[config.mk]
export PLATFORM = sky130hd
export DESIGN_NAME = ansi_c_escape_decoder
export DESIGN_NICKNAME = d
export VERILOG_FILES = /design/src/hw/rtl/acesc_pkg.sv /design/src/hw/rtl/acesc_step.sv /design/src/hw/rtl/ansi_c_escape_decoder.sv
export SDC_FILE = /design/constraint.sdc
export NUM_CORES = 1
export LEC_CHECK = 0
export BUFFER_PORTS_ARGS = -buffer_cell sky130_fd_sc_hd__buf_2
export CAP_MARGIN = 20
export CORE_ASPECT_RATIO = 1.4
export CORE_MARGIN = 2
export CORE_UTILIZATION = 45
export DETAILED_ROUTE_END_ITERATION = 12
export PLACE_DENSITY_LB_ADDON = 0.15
export SLEW_MARGIN = 10
export SYNTH_ARGS = -nofsm -noshare
export SYNTH_HDL_FRONTEND = slang
export SYNTH_SLANG_ARGS = --single-unit
[constraint.sdc]
create_clock -name clk -period 4.43 [get_ports clk]
set_input_delay 0 -clock clk [delete_from_list [all_inputs] [get_ports clk]]
set_output_delay 0 -clock clk [all_outputs]
set_load 0.02 [all_outputs]
[src/hw/rtl/acesc_pkg.sv]
// Shared types and constants for the ANSI-C escape decoder.
package acesc_pkg;

    localparam int Q_DEPTH = 4;
    localparam int Q_PTR_W = $clog2(Q_DEPTH);
    localparam int Q_CNT_W = $clog2(Q_DEPTH + 1);

    typedef enum logic [2:0] {
        PH_IDLE,
        PH_TEXT,
        PH_ESC,
        PH_CTRL,
        PH_DIGITS
    } phase_t;

    typedef enum logic [1:0] {
        BASE_NONE,
        BASE_OCT,
        BASE_HEX
    } base_t;

    typedef struct packed {
        phase_t     phase;
        base_t      base;
        logic [3:0] left;
        logic [7:0] accum;
    } dec_state_t;

    typedef struct packed {
        logic [7:0] data;
        logic       last;
        logic       bad;
    } result_t;

    typedef struct packed {
        dec_state_t nxt;
        logic [1:0] count;
        result_t    r0;
        result_t    r1;
    } step_out_t;

    localparam dec_state_t STATE_RESET = '{PH_IDLE, BASE_NONE, 4'd0, 8'd0};

endpackage

[src/hw/rtl/acesc_step.sv]
// Next-state and result logic for one input byte of the escape decoder.
module acesc_step
    import acesc_pkg::*;
(
    input  dec_state_t cur,
    input  logic [7:0] in_byte,
    output step_out_t  res
);

    localparam logic [7:0] CH_BSL   = 8'h5C;
    localparam logic [7:0] CH_QUOTE = 8'h27;
    localparam logic [7:0] CH_DQ    = 8'h22;
    localparam logic [7:0] CH_QM    = 8'h3F;
    localparam logic [7:0] CTRL_OFS = 8'h60;

    localparam result_t NO_RESULT = '{8'd0, 1'b0, 1'b0};

    typedef struct packed {
        phase_t     phase;
        logic       emit;
        result_t    r;
    } text_t;

    // plain-text handling of a non-NUL byte
    function automatic text_t text_byte(input logic [7:0] b);
        text_t t;
        t.phase = PH_TEXT;
        t.emit  = 1'b1;
        t.r     = '{b, 1'b0, 1'b0};
        if (b == CH_BSL)
        begin
            t.phase = PH_ESC;
            t.emit  = 1'b0;
        end
        else if (b == CH_QUOTE)
        begin
            t.phase = PH_IDLE;
            t.r.last = 1'b1;
        end
        return t;
    endfunction

    logic       dig_ok;
    logic [3:0] dig_val;
    logic [7:0] acc_new;
    text_t      txt;

    always_comb
    begin
        dig_ok  = 1'b0;
        dig_val = in_byte[3:0];
        if (in_byte >= 8'h30 && in_byte <= 8'h39)
        begin
            dig_ok = (cur.base == BASE_HEX) || (cur.base == BASE_OCT && in_byte <= 8'h37);
        end
        else if ((in_byte >= 8'h61 && in_byte <= 8'h66) ||
                 (in_byte >= 8'h41 && in_byte <= 8'h46))
        begin
            dig_ok  = (cur.base == BASE_HEX);
            dig_val = in_byte[3:0] + 4'd9;
        end
        if (cur.base == BASE_OCT)
            acc_new = {cur.accum[4:0], dig_val[2:0]};
        else
            acc_new = {cur.accum[3:0], dig_val};
    end

    assign txt = text_byte(in_byte);

    always_comb
    begin
        res.nxt   = cur;
        res.count = 2'd0;
        res.r0    = NO_RESULT;
        res.r1    = NO_RESULT;
        if (cur.phase == PH_IDLE)
        begin
            res.nxt.phase = PH_TEXT;
            res.count     = 2'd1;
            res.r0        = '{in_byte, 1'b0, 1'b0};
        end
        else if (in_byte == 8'd0)
        begin
            res.nxt   = STATE_RESET;
            res.count = 2'd1;
            res.r0    = '{8'd0, 1'b0, 1'b1};
        end
        else
        begin
            unique case (cur.phase)
                PH_ESC:
                begin
                    res.nxt.phase = PH_TEXT;
                    res.count     = 2'd1;
                    res.r0        = '{8'd0, 1'b0, 1'b0};
                    unique case (in_byte)
                        8'h61:    res.r0.data = 8'h07;   // a
                        8'h62:    res.r0.data = 8'h08;   // b
                        8'h65:    res.r0.data = 8'h1B;   // e
                        8'h66:    res.r0.data = 8'h0C;   // f
                        8'h6E:    res.r0.data = 8'h0A;   // n
                        8'h72:    res.r0.data = 8'h0D;   // r
                        8'h74:    res.r0.data = 8'h09;   // t
                        8'h76:    res.r0.data = 8'h0B;   // v
                        CH_BSL:   res.r0.data = CH_BSL;
                        CH_DQ:    res.r0.data = CH_DQ;
                        CH_QM:    res.r0.data = CH_QM;
                        CH_QUOTE: res.r0.data = CH_QUOTE;
                        8'h63:                           // c
                        begin
                            res.nxt.phase = PH_CTRL;
                            res.count     = 2'd0;
                        end
                        8'h30, 8'h78, 8'h75, 8'h55:      // 0 x u U
                        begin
                            res.nxt.phase = PH_DIGITS;
                            res.nxt.base  = (in_byte == 8'h30) ? BASE_OCT : BASE_HEX;
                            res.nxt.left  = (in_byte == 8'h55) ? 4'd8 :
                                            (in_byte == 8'h75) ? 4'd4 : 4'd2;
                            res.nxt.accum = 8'd0;
                            res.count     = 2'd0;
                        end
                        default:
                        begin
                            res.count = 2'd2;
                            res.r0    = '{CH_BSL, 1'b0, 1'b0};
                            res.r1    = '{in_byte, 1'b0, 1'b0};
                        end
                    endcase
                end
                PH_CTRL:
                begin
                    res.nxt.phase = PH_TEXT;
                    res.count     = 2'd1;
                    res.r0        = '{in_byte - CTRL_OFS, 1'b0, 1'b0};
                end
                PH_DIGITS:
                begin
                    if (dig_ok && cur.left != 4'd0)
                    begin
                        res.nxt.accum = acc_new;
                        res.nxt.left  = cur.left - 4'd1;
                        if (cur.left == 4'd1)
                        begin
                            res.nxt.phase = PH_TEXT;
                            res.nxt.base  = BASE_NONE;
                            res.nxt.accum = 8'd0;
                            res.count     = 2'd1;
                            res.r0        = '{acc_new, 1'b0, 1'b0};
                        end
                    end
                    else
                    begin
                        res.nxt.base  = BASE_NONE;
                        res.nxt.left  = 4'd0;
                        res.nxt.accum = 8'd0;
                        res.nxt.phase = txt.phase;
                        res.r0        = '{cur.accum, 1'b0, 1'b0};
                        res.r1        = txt.r;
                        res.count     = txt.emit ? 2'd2 : 2'd1;
                    end
                end
                default:
                begin
                    res.nxt.base  = BASE_NONE;
                    res.nxt.left  = 4'd0;
                    res.nxt.accum = 8'd0;
                    res.nxt.phase = txt.phase;
                    res.r0        = txt.r;
                    res.count     = txt.emit ? 2'd1 : 2'd0;
                end
            endcase
        end
    end

endmodule

[src/hw/rtl/ansi_c_escape_decoder.sv]
// Top level of the ANSI-C quoted string escape decoder.
// A byte's results are registered into the result queue when the byte is accepted.
// Throughput: one byte per cycle while in_stall is low; a byte may queue up to two results.
// A four-entry result queue decouples input from output; input stalls above two entries.
// Reset (rst_n low, asynchronous) returns to awaiting the opening byte and empties the queue.
module ansi_c_escape_decoder
    import acesc_pkg::*;
(
    input  logic       clk,
    input  logic       rst_n,
    input  logic       in_valid,
    output logic       in_stall,
    input  logic [7:0] in_byte,
    output logic       out_valid,
    input  logic       out_stall,
    output logic [7:0] out_byte,
    output logic       is_last,
    output logic       bad_input
);

    dec_state_t         state_reg;
    step_out_t          step;
    result_t            fifo_reg [Q_DEPTH];
    logic [Q_PTR_W-1:0] wptr_reg;
    logic [Q_PTR_W-1:0] rptr_reg;
    logic [Q_CNT_W-1:0] cnt_reg;
    logic [Q_CNT_W-1:0] cnt_next;
    logic               push;
    logic               pop;
    logic [1:0]         push_cnt;

    acesc_step u_step (
        .cur     (state_reg),
        .in_byte (in_byte),
        .res     (step)
    );

    assign in_stall  = cnt_reg > Q_CNT_W'(Q_DEPTH - 2);
    assign push      = in_valid && !in_stall;
    assign out_valid = cnt_reg != '0;
    assign pop       = out_valid && !out_stall;
    assign push_cnt  = push ? step.count : 2'd0;
    assign cnt_next  = cnt_reg + Q_CNT_W'(push_cnt) - Q_CNT_W'(pop);

    assign out_byte  = fifo_reg[rptr_reg].data;
    assign is_last   = fifo_reg[rptr_reg].last;
    assign bad_input = fifo_reg[rptr_reg].bad;

    always_ff @(posedge clk or negedge rst_n)
    begin
        if (!rst_n)
        begin
            state_reg <= STATE_RESET;
            wptr_reg  <= '0;
            rptr_reg  <= '0;
            cnt_reg   <= '0;
        end
        else
        begin
            if (push)
            begin
                state_reg <= step.nxt;
                wptr_reg  <= wptr_reg + Q_PTR_W'(step.count);
            end
            if (pop)
                rptr_reg <= rptr_reg + Q_PTR_W'(1);
            cnt_reg <= cnt_next;
        end
    end

    always_ff @(posedge clk)
    begin
        if (push && step.count != 2'd0)
            fifo_reg[wptr_reg] <= step.r0;
        if (push && step.count == 2'd2)
            fifo_reg[wptr_reg + Q_PTR_W'(1)] <= step.r1;
    end

endmodule

==> Word level (Yosys, flattened, before mapping) <==
Memories as Yosys holds them, arrays and structs flattened.
Cells that the tools add are included.
{ "totals": {"reg_bits": 24, "inputBits": 12, "elab_cells": 115, "output_inout_bits": 12, "ramBits": 40, "n_memories": 1} }
{ "memory_table": {"columns": ["memory", "depth", "width", "rd", "rd_ports_with_merged_regs", "wr", "line_no", "text"], "rows": [
  ["fifo_reg", 4, 10, 1, 0, 2, "ansi_c_escape_decoder.sv:23", "result_t fifo_reg [Q_DEPTH];"]
]} }
{ "op_classes": {"bitwise": 1, "order_cmp": 8, "add_sub_neg": 8, "n_eq_ne": 28, "n_reduce_logical": 25, "mux": 37} }
{ "ops": {"columns": ["operator", "n"], "rows": [
  ["$eq 8x7->1 const B", 13],
  ["$pmux 7 s12", 1],
  ["$mux 29", 2],
  ["$pmux 14 s3", 1],
  ["$mux 10", 4],
  ["$pmux 12 s3", 1],
  ["$eq 8x6->1 const B", 4],
  ["$mux 20", 1],
  ["$pmux 10 s2", 1],
  ["$reduce_or 17->1", 1],
  ["$ge 8x7->1 const B", 2],
  ["$le 8x6->1 const B", 2],
  ["$le 8x7->1 const B", 2],
  ["$mux 14", 1],
  ["$mux 12", 1],
  ["$mux 4", 3],
  ["$reduce_or 12->1", 1],
  ["$mux 1", 10],
  ["$logic_and 1x1->1", 9],
  ["$mux 3", 3],
  ["$pmux 3 s3", 1],
  ["$ge 8x6->1 const B", 1],
  ["$logic_not 8->1", 1],
  ["$mux 8", 1],
  ["33 further kinds", 40]
]} }

==> Logic depth before layout (Yosys ltp) <==
Gate-level depths: netlist of run 1.
{ "depth": {"ltp_word": 15, "ltp_mapped": 17, "mapped_depth_nobuf": 15} }

==> Modules after synthesis <==
From an unflattened synthesis of run 1, not the netlist that was laid out.
{ "unflattened": {"hier_cells": 457, "hier_area_um2": 4812.1} }
{ "modules_own_cells": {"columns": ["mod", "instances", "seq_area_each_um2", "cells_each", "area_each_um2"], "rows": [
  ["ansi_c_escape_decoder", 1, 1801.7, 184, 3100.5],
  ["acesc_step", 1, 0.0, 273, 1711.6]
]} }

==> Worst setup path after synthesis of run 1 <==
No wires, ideal clock.
{ "synth_path": {"path_type": "reg-to-reg", "startpoint": "reg state_reg[8] in the netlist's numbering", "endpoint": "reg cnt_reg[2]", "n_path_buf": 1, "setup_ns": 0.123, "path_slack_ns": 1.360, "synth_period_minus_slack_ns": 3.070, "arrival_ns": 2.947, "t_required_ns": 4.307, "path_stages_with_launch": 15, "path_cell_list": "dfrtp_1 -> inv_1 -> ha_1 -> or3_1 -> o311a_2 -> a31oi_4 -> buf_6 -> inv_1 -> ha_1 -> inv_1 -> ha_1 -> inv_1 -> fa_1 -> xor2_1 -> xnor2_1"} }
{ "synth_via": {"elab_chain_len": 9, "word_cells_on_any_way": 11, "cone_classes": "add/sub (2); eq/ne (1); mux (6); reduce/logical (2)"} }
{ "synth_lines": {"columns": ["element", "line_no", "text"], "rows": [
  ["start: declaration", "ansi_c_escape_decoder.sv:21", "dec_state_t state_reg;"],
  ["start signal: assignment", "ansi_c_escape_decoder.sv:62", "state_reg <= step.nxt;"],
  ["$eq 4x1->1 or $reduce_bool 4->1 (tied branches)", "acesc_step.sv:143, acesc_step.sv:139", null],
  ["$mux 20 or $logic_and 1x1->1 (tied branches)", "acesc_step.sv:143, acesc_step.sv:139", null],
  ["$mux 29 (*)", "acesc_step.sv:139", "if (dig_ok && cur.left != 4'd0)"],
  ["$pmux 12 s3 (*)", "acesc_step.sv:90", "unique case (cur.phase)"],
  ["$mux 29 (*)", "acesc_step.sv:82", "else if (in_byte == 8'd0)"],
  ["$mux 12 (*)", "acesc_step.sv:76", "if (cur.phase == PH_IDLE)"],
  ["$mux 2 (*)", "ansi_c_escape_decoder.sv:42", "assign push_cnt = push ? step.count : 2'd0;"],
  ["$add 3x2->3 (*)", "ansi_c_escape_decoder.sv:43", "assign cnt_next = cnt_reg + Q_CNT_W'(push_cnt) - Q_CNT_W'(pop);"],
  ["$sub 3x1->3 (*)", "ansi_c_escape_decoder.sv:43", null],
  ["net cnt_next[2]", "ansi_c_escape_decoder.sv:27", "logic [Q_CNT_W-1:0] cnt_next;"],
  ["end signal: assignment", "ansi_c_escape_decoder.sv:67", "cnt_reg <= cnt_next;"],
  ["end: declaration", "ansi_c_escape_decoder.sv:26", "logic [Q_CNT_W-1:0] cnt_reg;"]
]} }
The timed path passes the listed nets; every way through them passes the cells marked *.
A chain may end at the register's enable or synchronous reset.

==> Worst setup path after layout of run 1 <==
{ "layout_path": {"startpoint": "reg state_reg[14] in the netlist's numbering", "endpoint": "reg cnt_reg[2]"} }
{ "layout_via": {"elab_chain_len": 7, "word_cells_on_any_way": 10, "cone_classes": "add/sub (2); eq/ne (3); mux (4); reduce/logical (1)"} }
{ "layout_lines": {"columns": ["element", "line_no"], "rows": [
  ["$eq 3x3->1 or $eq 3x2->1 (tied branches)", "acesc_step.sv:90"],
  ["$pmux 12 s3", "acesc_step.sv:90"],
  ["$mux 29", "acesc_step.sv:82"],
  ["$mux 12 (*)", "acesc_step.sv:76"],
  ["$mux 2 (*)", "ansi_c_escape_decoder.sv:42"],
  ["$add 3x2->3 (*)", "ansi_c_escape_decoder.sv:43"],
  ["$sub 3x1->3 (*)", "ansi_c_escape_decoder.sv:43"],
  ["net cnt_next[2]", "ansi_c_escape_decoder.sv:27"]
]} }
Marked as above.

==> impl_summary.log, run 1 <==
[metrics] cell types occupying the most area after synthesis: sky130_fd_sc_hd__edfxtp_1, sky130_fd_sc_hd__dfrtp_1, sky130_fd_sc_hd__mux4_2
[metrics] Syn Std Cell Area: 4522 um2
[metrics] top post-synthesis cells by count: sky130_fd_sc_hd__nand2_1, sky130_fd_sc_hd__edfxtp_1, sky130_fd_sc_hd__o21ai_0
[metrics] remaining routing DRC violations: 0
[metrics] clock root buffer: sky130_fd_sc_hd__clkbuf_16
[metrics] Worst-Margin Slew: 724.8 ps
[metrics] post-CTS clock slew at the launch and capture registers of the worst setup and hold paths: 60 ps
[metrics] post-synthesis cell type count: 81
[metrics] initial antenna violation count: 0
[metrics] average wire per cell in the routed design: between 20 and 25 um
[metrics] flip-flop count of the largest register, all copies and words added: 40
[metrics] post-synthesis area per instance: 10.00 um2
[metrics] CTS Sinks: 64
[metrics] yosys warns: 0
[metrics] first-pass detailed-route iteration total: 5
[metrics] upper clock frequency limit: 286.9 MHz
[metrics] H-tree levels: 3
[metrics] Antenna diodes: 0
[metrics] final core utilization: between 50 and 60%
[metrics] Post-CTS Hold Buffers: 2
[metrics] cell area power density: 447.1 nW/um2
[metrics] ANT nets after route: 0
[metrics] Peak VDD IR: 0.1874 mV
[metrics] share of the clock period used by the worst path: 78.69%
[metrics] area growth from synthesis to final layout: 10.35%
[metrics] final worst path period need: 3486 ps
[metrics] pre-CTS WS: 844.0 ps
[metrics] summed negative setup slack over all endpoints: 0 ps
[metrics] worst setup path class: register to register
[metrics] Yosys top cell by area: sky130_fd_sc_hd__edfxtp_1
[metrics] mean number of vias per cell: 6.297
[metrics] Worst EP arrival: approximately 3700 ps
[metrics] number of vias after detailed routing: 3797
[metrics] number of violations reported at the end of detailed-routing iteration 0: 261
[metrics] total count of max-transition violations in the final report: 0
[metrics] setup repair bufs after CTS: 0
[metrics] startpoint types: register
[metrics] Final Hold Viols: 0
[metrics] via count of the first global-routing pass: 3711
[metrics] standard cell core area: a little under 10000 um2
[metrics] Post-synth EDFFs: 36
[metrics] Max-cap violations: 0
[metrics] number of buffers added by the clock tree synthesis step: 9
[metrics] hold crit path type: input port to register
[metrics] total global routing track utilization: 25.48%
[metrics] die width: 88.72 um
[metrics] Post-Route Skew: 7.658 ps
[metrics] final-layout worst hold slack: ~130 ps
[metrics] worst slew slack as a fraction of its limit: between 50% and 60%
[metrics] synthesized instance count: 452
[metrics] Buffers on Ports: 23
[metrics] Row Count: 43
[metrics] die area: 10880 um2
[metrics] maximum fanout count along the critical path: 15
[metrics] Synthesized Nets: 477
[metrics] total detailed-routing wirelength: 13080 um
[metrics] total of endpoints with negative setup slack in the final report: 0
[metrics] leakage power summed over all cells: 1.824 nW
[metrics] TritonCTS clock tree: built
[metrics] RSZ-0062 raised after global routing: false
[metrics] Seq/Total Area, Yosys: 38.96%
[metrics] number of buffers on the longest clock path: 2
[metrics] wire length of the first global-routing pass: 20500 um
[metrics] Synth Register Bits: 64
[metrics] portion of synthesized cell area occupied by the leading cell type: 23.91%
[metrics] routability-driven placement congestion ratio: 0.9622
[metrics] Resized cells post-CTS: 0
[metrics] post-layout net count: 488
[metrics] CP Data Required Time: ~4700 ps
[metrics] effective utilization at floorplan: a little under half
[metrics] clock latency on the worst-skew pair: ~340 ps
[metrics] share of cells above drive strength 1: 16.88%
[metrics] Synth async-reset ratio: 37.50%
[metrics] Fillers: between 900 and 1000
[metrics] vertical die dimension: 122.6 um
[metrics] crit end category: register
[metrics] minimum setup slack in the final design: about 940 ps
[metrics] status: finished, final reports clean
[metrics] most frequently used flop master after synthesis: sky130_fd_sc_hd__edfxtp_1
[metrics] most frequently used cell type in the post-synthesis netlist: sky130_fd_sc_hd__nand2_1
[metrics] largest net degree at the start of global routing: 29
[metrics] Top Ports: 24
[metrics] HPWL after detailed placement: around 9900 um
[metrics] overflow left after global routing: 0
==> placed cells by master, fill, tap and decap left out, drive strengths merged, types with 12 or more instances in the layout <==
cell    instances
nand2          49
edfxtp         36
o21ai          31
o22ai          24
dfrtp          24
buf            24
a21oi          24
nor2           21
inv            20
nand3          13
ha             12
==> final timing paths <==
check                                                from                   endpoint  slack (ps)  depth (start not counted)
max in group asynchronous                           rst_n    rptr_reg[1]$_DFFE_PN0P_        3870                          2
worst min-delay path                           in_byte[1]   fifo_reg[1][3]$_DFFE_PP_         130                          2
min in group asynchronous                           rst_n  state_reg[12]$_DFFE_PN0P_         180                          2
worst max-delay path            state_reg[14]$_DFFE_PN0P_       cnt_reg[2]$_DFF_PN0_         940                         13
worst max register to register  state_reg[14]$_DFFE_PN0P_       cnt_reg[2]$_DFF_PN0_         940                         13
worst min register to register   state_reg[7]$_DFFE_PN0P_   state_reg[7]$_DFFE_PN0P_         480                          2
==> critical path, stage by stage, from the launching register on <==
cell and delay [ps]:
sky130_fd_sc_hd__dfrtp_1 560, sky130_fd_sc_hd__nor2_1 210, sky130_fd_sc_hd__nand2_1 130, sky130_fd_sc_hd__or3_1 400, sky130_fd_sc_hd__o311a_2 380, sky130_fd_sc_hd__a31oi_4 430, sky130_fd_sc_hd__inv_1 90, sky130_fd_sc_hd__ha_1 280
sky130_fd_sc_hd__inv_1 60, sky130_fd_sc_hd__ha_1 140, sky130_fd_sc_hd__inv_1 50, sky130_fd_sc_hd__fa_1 370, sky130_fd_sc_hd__xor2_1 160, sky130_fd_sc_hd__xnor2_1 120
==> layer usage <==
metal	part of all wire, %	vias to the layer above	GRT usage [%]
met3	3.8	48	3.295
met2	51	141	44.40
met5	0	-	0
li1	-	1777	-
met4	6.5	0	16.29
met1	38	1831	28.55
==> cell families after synthesis <==
group / share of synthesized area, %
xor+xnor: 1.743
buf+inv: 5.202
mux: 6.088
fa+ha+maj: 3.763
compound gates: 26.76
flops: 38.96
simple gates: 17.49
==> power breakdown <==
part,switching (W),total (W),internal [W]
registers,0.0000957,0.000824,0.000728
clock network,0.000260,0.000750,0.000489
logic,0.000391,0.000658,0.000267
==> layout make-up <==
cell class	count	area [um2]	share of cell area (%)
inverter	21	78.83	1.580
sequential	64	1762	35.31
tap	135	168.9	3.385
multi-input combinational	341	2525	50.60
clock buffer	10	229.0	4.589
clock inverter	6	83.83	1.680
timing repair buffer	26	142.6	2.859
==> stage by stage <==
step,area (um2),cells,total power [W]
global route,4990,603,0.002354
finish,4990,603,0.002231
global placement,4657,585,0.001487
CTS,4990,603,0.002251
floorplan,4522,452,0.001316
detailed placement,4657,585,0.001502
(Power assumes the default switching activity.)
==> run 2, diff against run 1 <==
==> constraint.sdc (replaced) <==
create_clock -name clk -period 2.8 [get_ports clk]
set_input_delay 0 -clock clk [delete_from_list [all_inputs] [get_ports clk]]
set_output_delay 0 -clock clk [all_outputs]
set_load 0.02 [all_outputs]
==> impl_summary.log, run 2 (synthesized netlist as in run 1, its figures left out) <==
[metrics] status: finished, final reports clean
[metrics] first-pass detailed-route iteration total: 5
[metrics] CP Data Required Time: 3020 ps
[metrics] setup repair bufs after CTS: 0
[metrics] startpoint types: register
[metrics] cell area power density: around 660 nW/um2
[metrics] HPWL after detailed placement: 10320 um
[metrics] total count of max-transition violations in the final report: 0
[metrics] worst setup path class: register to register
[metrics] vertical die dimension: around 120 um
[metrics] Hold Path Stages: 3
[metrics] final worst path period need: 2770 ps
[metrics] crit end category: register
[metrics] die area: 10880 um2
[metrics] family with the most delay on the worst path: adder cells
[metrics] RSZ-0062 raised after global routing: true
[metrics] Worst R2R Setup Slack: approximately 30 ps
[metrics] Peak VDD IR: 0.3079 mV
[metrics] number of vias after detailed routing: around 4100
[metrics] Multi-input gate area: 2585 um2
[metrics] Worst EP arrival: 2990 ps
[metrics] total detailed-routing wirelength: 13250 um
[metrics] Buffers on Ports: 23
[metrics] mean number of vias per cell: 6.106
[metrics] cells along the critical path: inv_1 > ha_2 > or3_4 > o311a_4 > a31oi_4 > inv_2 > ha_4 > inv_2 > ha_4 > inv_2 > fa_2 > xor2_1 > xnor2_1
[metrics] CTS Sinks: 64
[metrics] hold crit path type: input port to register
[metrics] ANT nets after route: 0
[metrics] flip-flop count of the largest register, all copies and words added: 40
[metrics] largest net degree at the start of global routing: 25
[metrics] upper clock frequency limit: 361.0 MHz
[metrics] startpoint of the most critical register-to-register path: state_reg[8]$_DFFE_PN0P_
[metrics] share of cells above drive strength 1: 31.07%
[metrics] TritonCTS clock tree: built
[metrics] routability-driven placement congestion ratio: 0.9878
[metrics] area growth from synthesis to final layout: 25.54%
[metrics] maximum fanout count along the critical path: 3
[metrics] final-layout worst hold slack: 15.15 ps
[metrics] Fillers: approximately 880
[metrics] total of endpoints with negative setup slack in the final report: 0
[metrics] initial antenna violation count: 0
[metrics] critical path's most frequent cell: sky130_fd_sc_hd__inv_2
[metrics] Row Count: 43
[metrics] clock latency on the worst-skew pair: 340 ps
[metrics] most common cell after layout, fill and taps aside: sky130_fd_sc_hd__buf_4
[metrics] Worst-Margin Slew: 735.0 ps
[metrics] effective utilization at floorplan: between 40% and 50%
[metrics] storage element area: around 1800 um2
[metrics] r2r worst-path depth: 13
[metrics] Top Ports: 24
[metrics] Final Hold Viols: 0
[metrics] Worst path max stage delay: approximately 410 ps
[metrics] number of violations reported at the end of detailed-routing iteration 0: 276
[metrics] standard cell core area: 9846 um2
[metrics] H-tree levels: 3
[metrics] post-CTS clock slew at the launch and capture registers of the worst setup and hold paths: 50 ps
[metrics] average wire per cell in the routed design: 19.52 um
[metrics] buffers plus inverters on the worst setup path: 4
[metrics] leading cell types in the layout, fill and taps excluded: sky130_fd_sc_hd__buf_4, sky130_fd_sc_hd__nand2_1, sky130_fd_sc_hd__edfxtp_1
[metrics] via count of the first global-routing pass: around 4200
[metrics] worst hold start: out_stall
[metrics] standard cell with the maximum stage delay on the critical path: sky130_fd_sc_hd__dfrtp_1
[metrics] launch point of the worst path: state_reg[8]$_DFFE_PN0P_
[metrics] total global routing track utilization: 25.71%
[metrics] worst slew slack as a fraction of its limit: 50.67%
[metrics] Max-cap violations: 0
[metrics] endpoint of the most critical register-to-register path: cnt_reg[2]$_DFF_PN0_
[metrics] post-route insts no fill: slightly below 700
[metrics] wire length of the first global-routing pass: 21180 um
[metrics] number of buffers on the longest clock path: 2
[metrics] remaining routing DRC violations: 0
[metrics] DP Cell Count: around 660
[metrics] Hold EP: rptr_reg[0]$_DFFE_PN0P_
[metrics] die width: 88.72 um
[metrics] share of the clock period used by the worst path: 98.93%
[metrics] summed negative setup slack over all endpoints: 0 ps
[metrics] leakage power summed over all cells: roughly 2.2 nW
[metrics] number of buffers added by the clock tree synthesis step: 9
[metrics] clock root buffer: sky130_fd_sc_hd__clkbuf_16
[metrics] Post-Route Skew: 6.750 ps
[metrics] overflow left after global routing: 0
[metrics] post-layout net count: 564
[metrics] Antenna diodes: 0
[run 2: cell types whose count changed in the layout (fill, tap and decap cells not counted), sizes merged]
| cell | delta |
|---|---|
| buf | +77 |
| clkinv | +3 |
| clkinvlp | -2 |
| clkbuf | -1 |
| dlygate4sd3 | -1 |
[run 2: worst max-delay path by stage]
stage                           endpoint  slack, ps  cells past startpoint
floorplan           cnt_reg[2]$_DFF_PN0_       -150                     15
global placement    cnt_reg[2]$_DFF_PN0_         20                     14
detailed placement  cnt_reg[2]$_DFF_PN0_        -60                     14
CTS                 cnt_reg[2]$_DFF_PN0_         10                     13
global route        cnt_reg[2]$_DFF_PN0_        -60                     13
finish              cnt_reg[2]$_DFF_PN0_         30                     13
[run 2: what timing repair did]
item,4_1_cts,5_1_grt
hold buffers,1,0
hold endpoints to repair,24,0
resized for setup,3,1
pin swaps,3,0
endpoints found under the setup margin,1,1
[run 2: final cells by class]
class / count / area share (%)
timing repair buffer: 102 / 13.40
inverter: 21 / 1.389
clock inverter: 7 / 1.697
multi-input combinational: 341 / 45.54
sequential: 64 / 31.03
clock buffer: 9 / 3.967
tap: 135 / 2.976
[run 2: routing by layer]
metal,wire length [um],vias up,GRT usage [%]
met3,562,45,4.237
met2,6933,154,45.80
met5,0,-,0
li1,-,1925,-
met4,608,0,13.45
met1,5148,2022,28.67
[run 2: worst min-delay path, delay by kind of cell]
kind | cells | cell delay, ps
xor gates and xnor gates | 1 | 140
buffers and inverters | 1 | 80
and+or+nand+nor | 1 | 90
[run 2: per-stage QoR]
step	utilization (%)	instance area [um2]	power, W	setup WS, ps
floorplan	-	4567	0.002116	-146.3
global placement	54.11	5328	0.002503	18.80
detailed placement	54.11	5328	0.002537	-63.48
CTS	57.63	5674	0.003753	12.87
global route	57.66	5677	0.003910	-57.28
finish	57.66	5677	0.003720	30.08
[run 2: power by group]
part           total, W  switching [W]  internal (W)  leakage (nW)
sequential      0.00129       0.000144       0.00115         0.659
combinational   0.00121       0.000671      0.000539          1.40
clock           0.00122       0.000435      0.000780         0.159
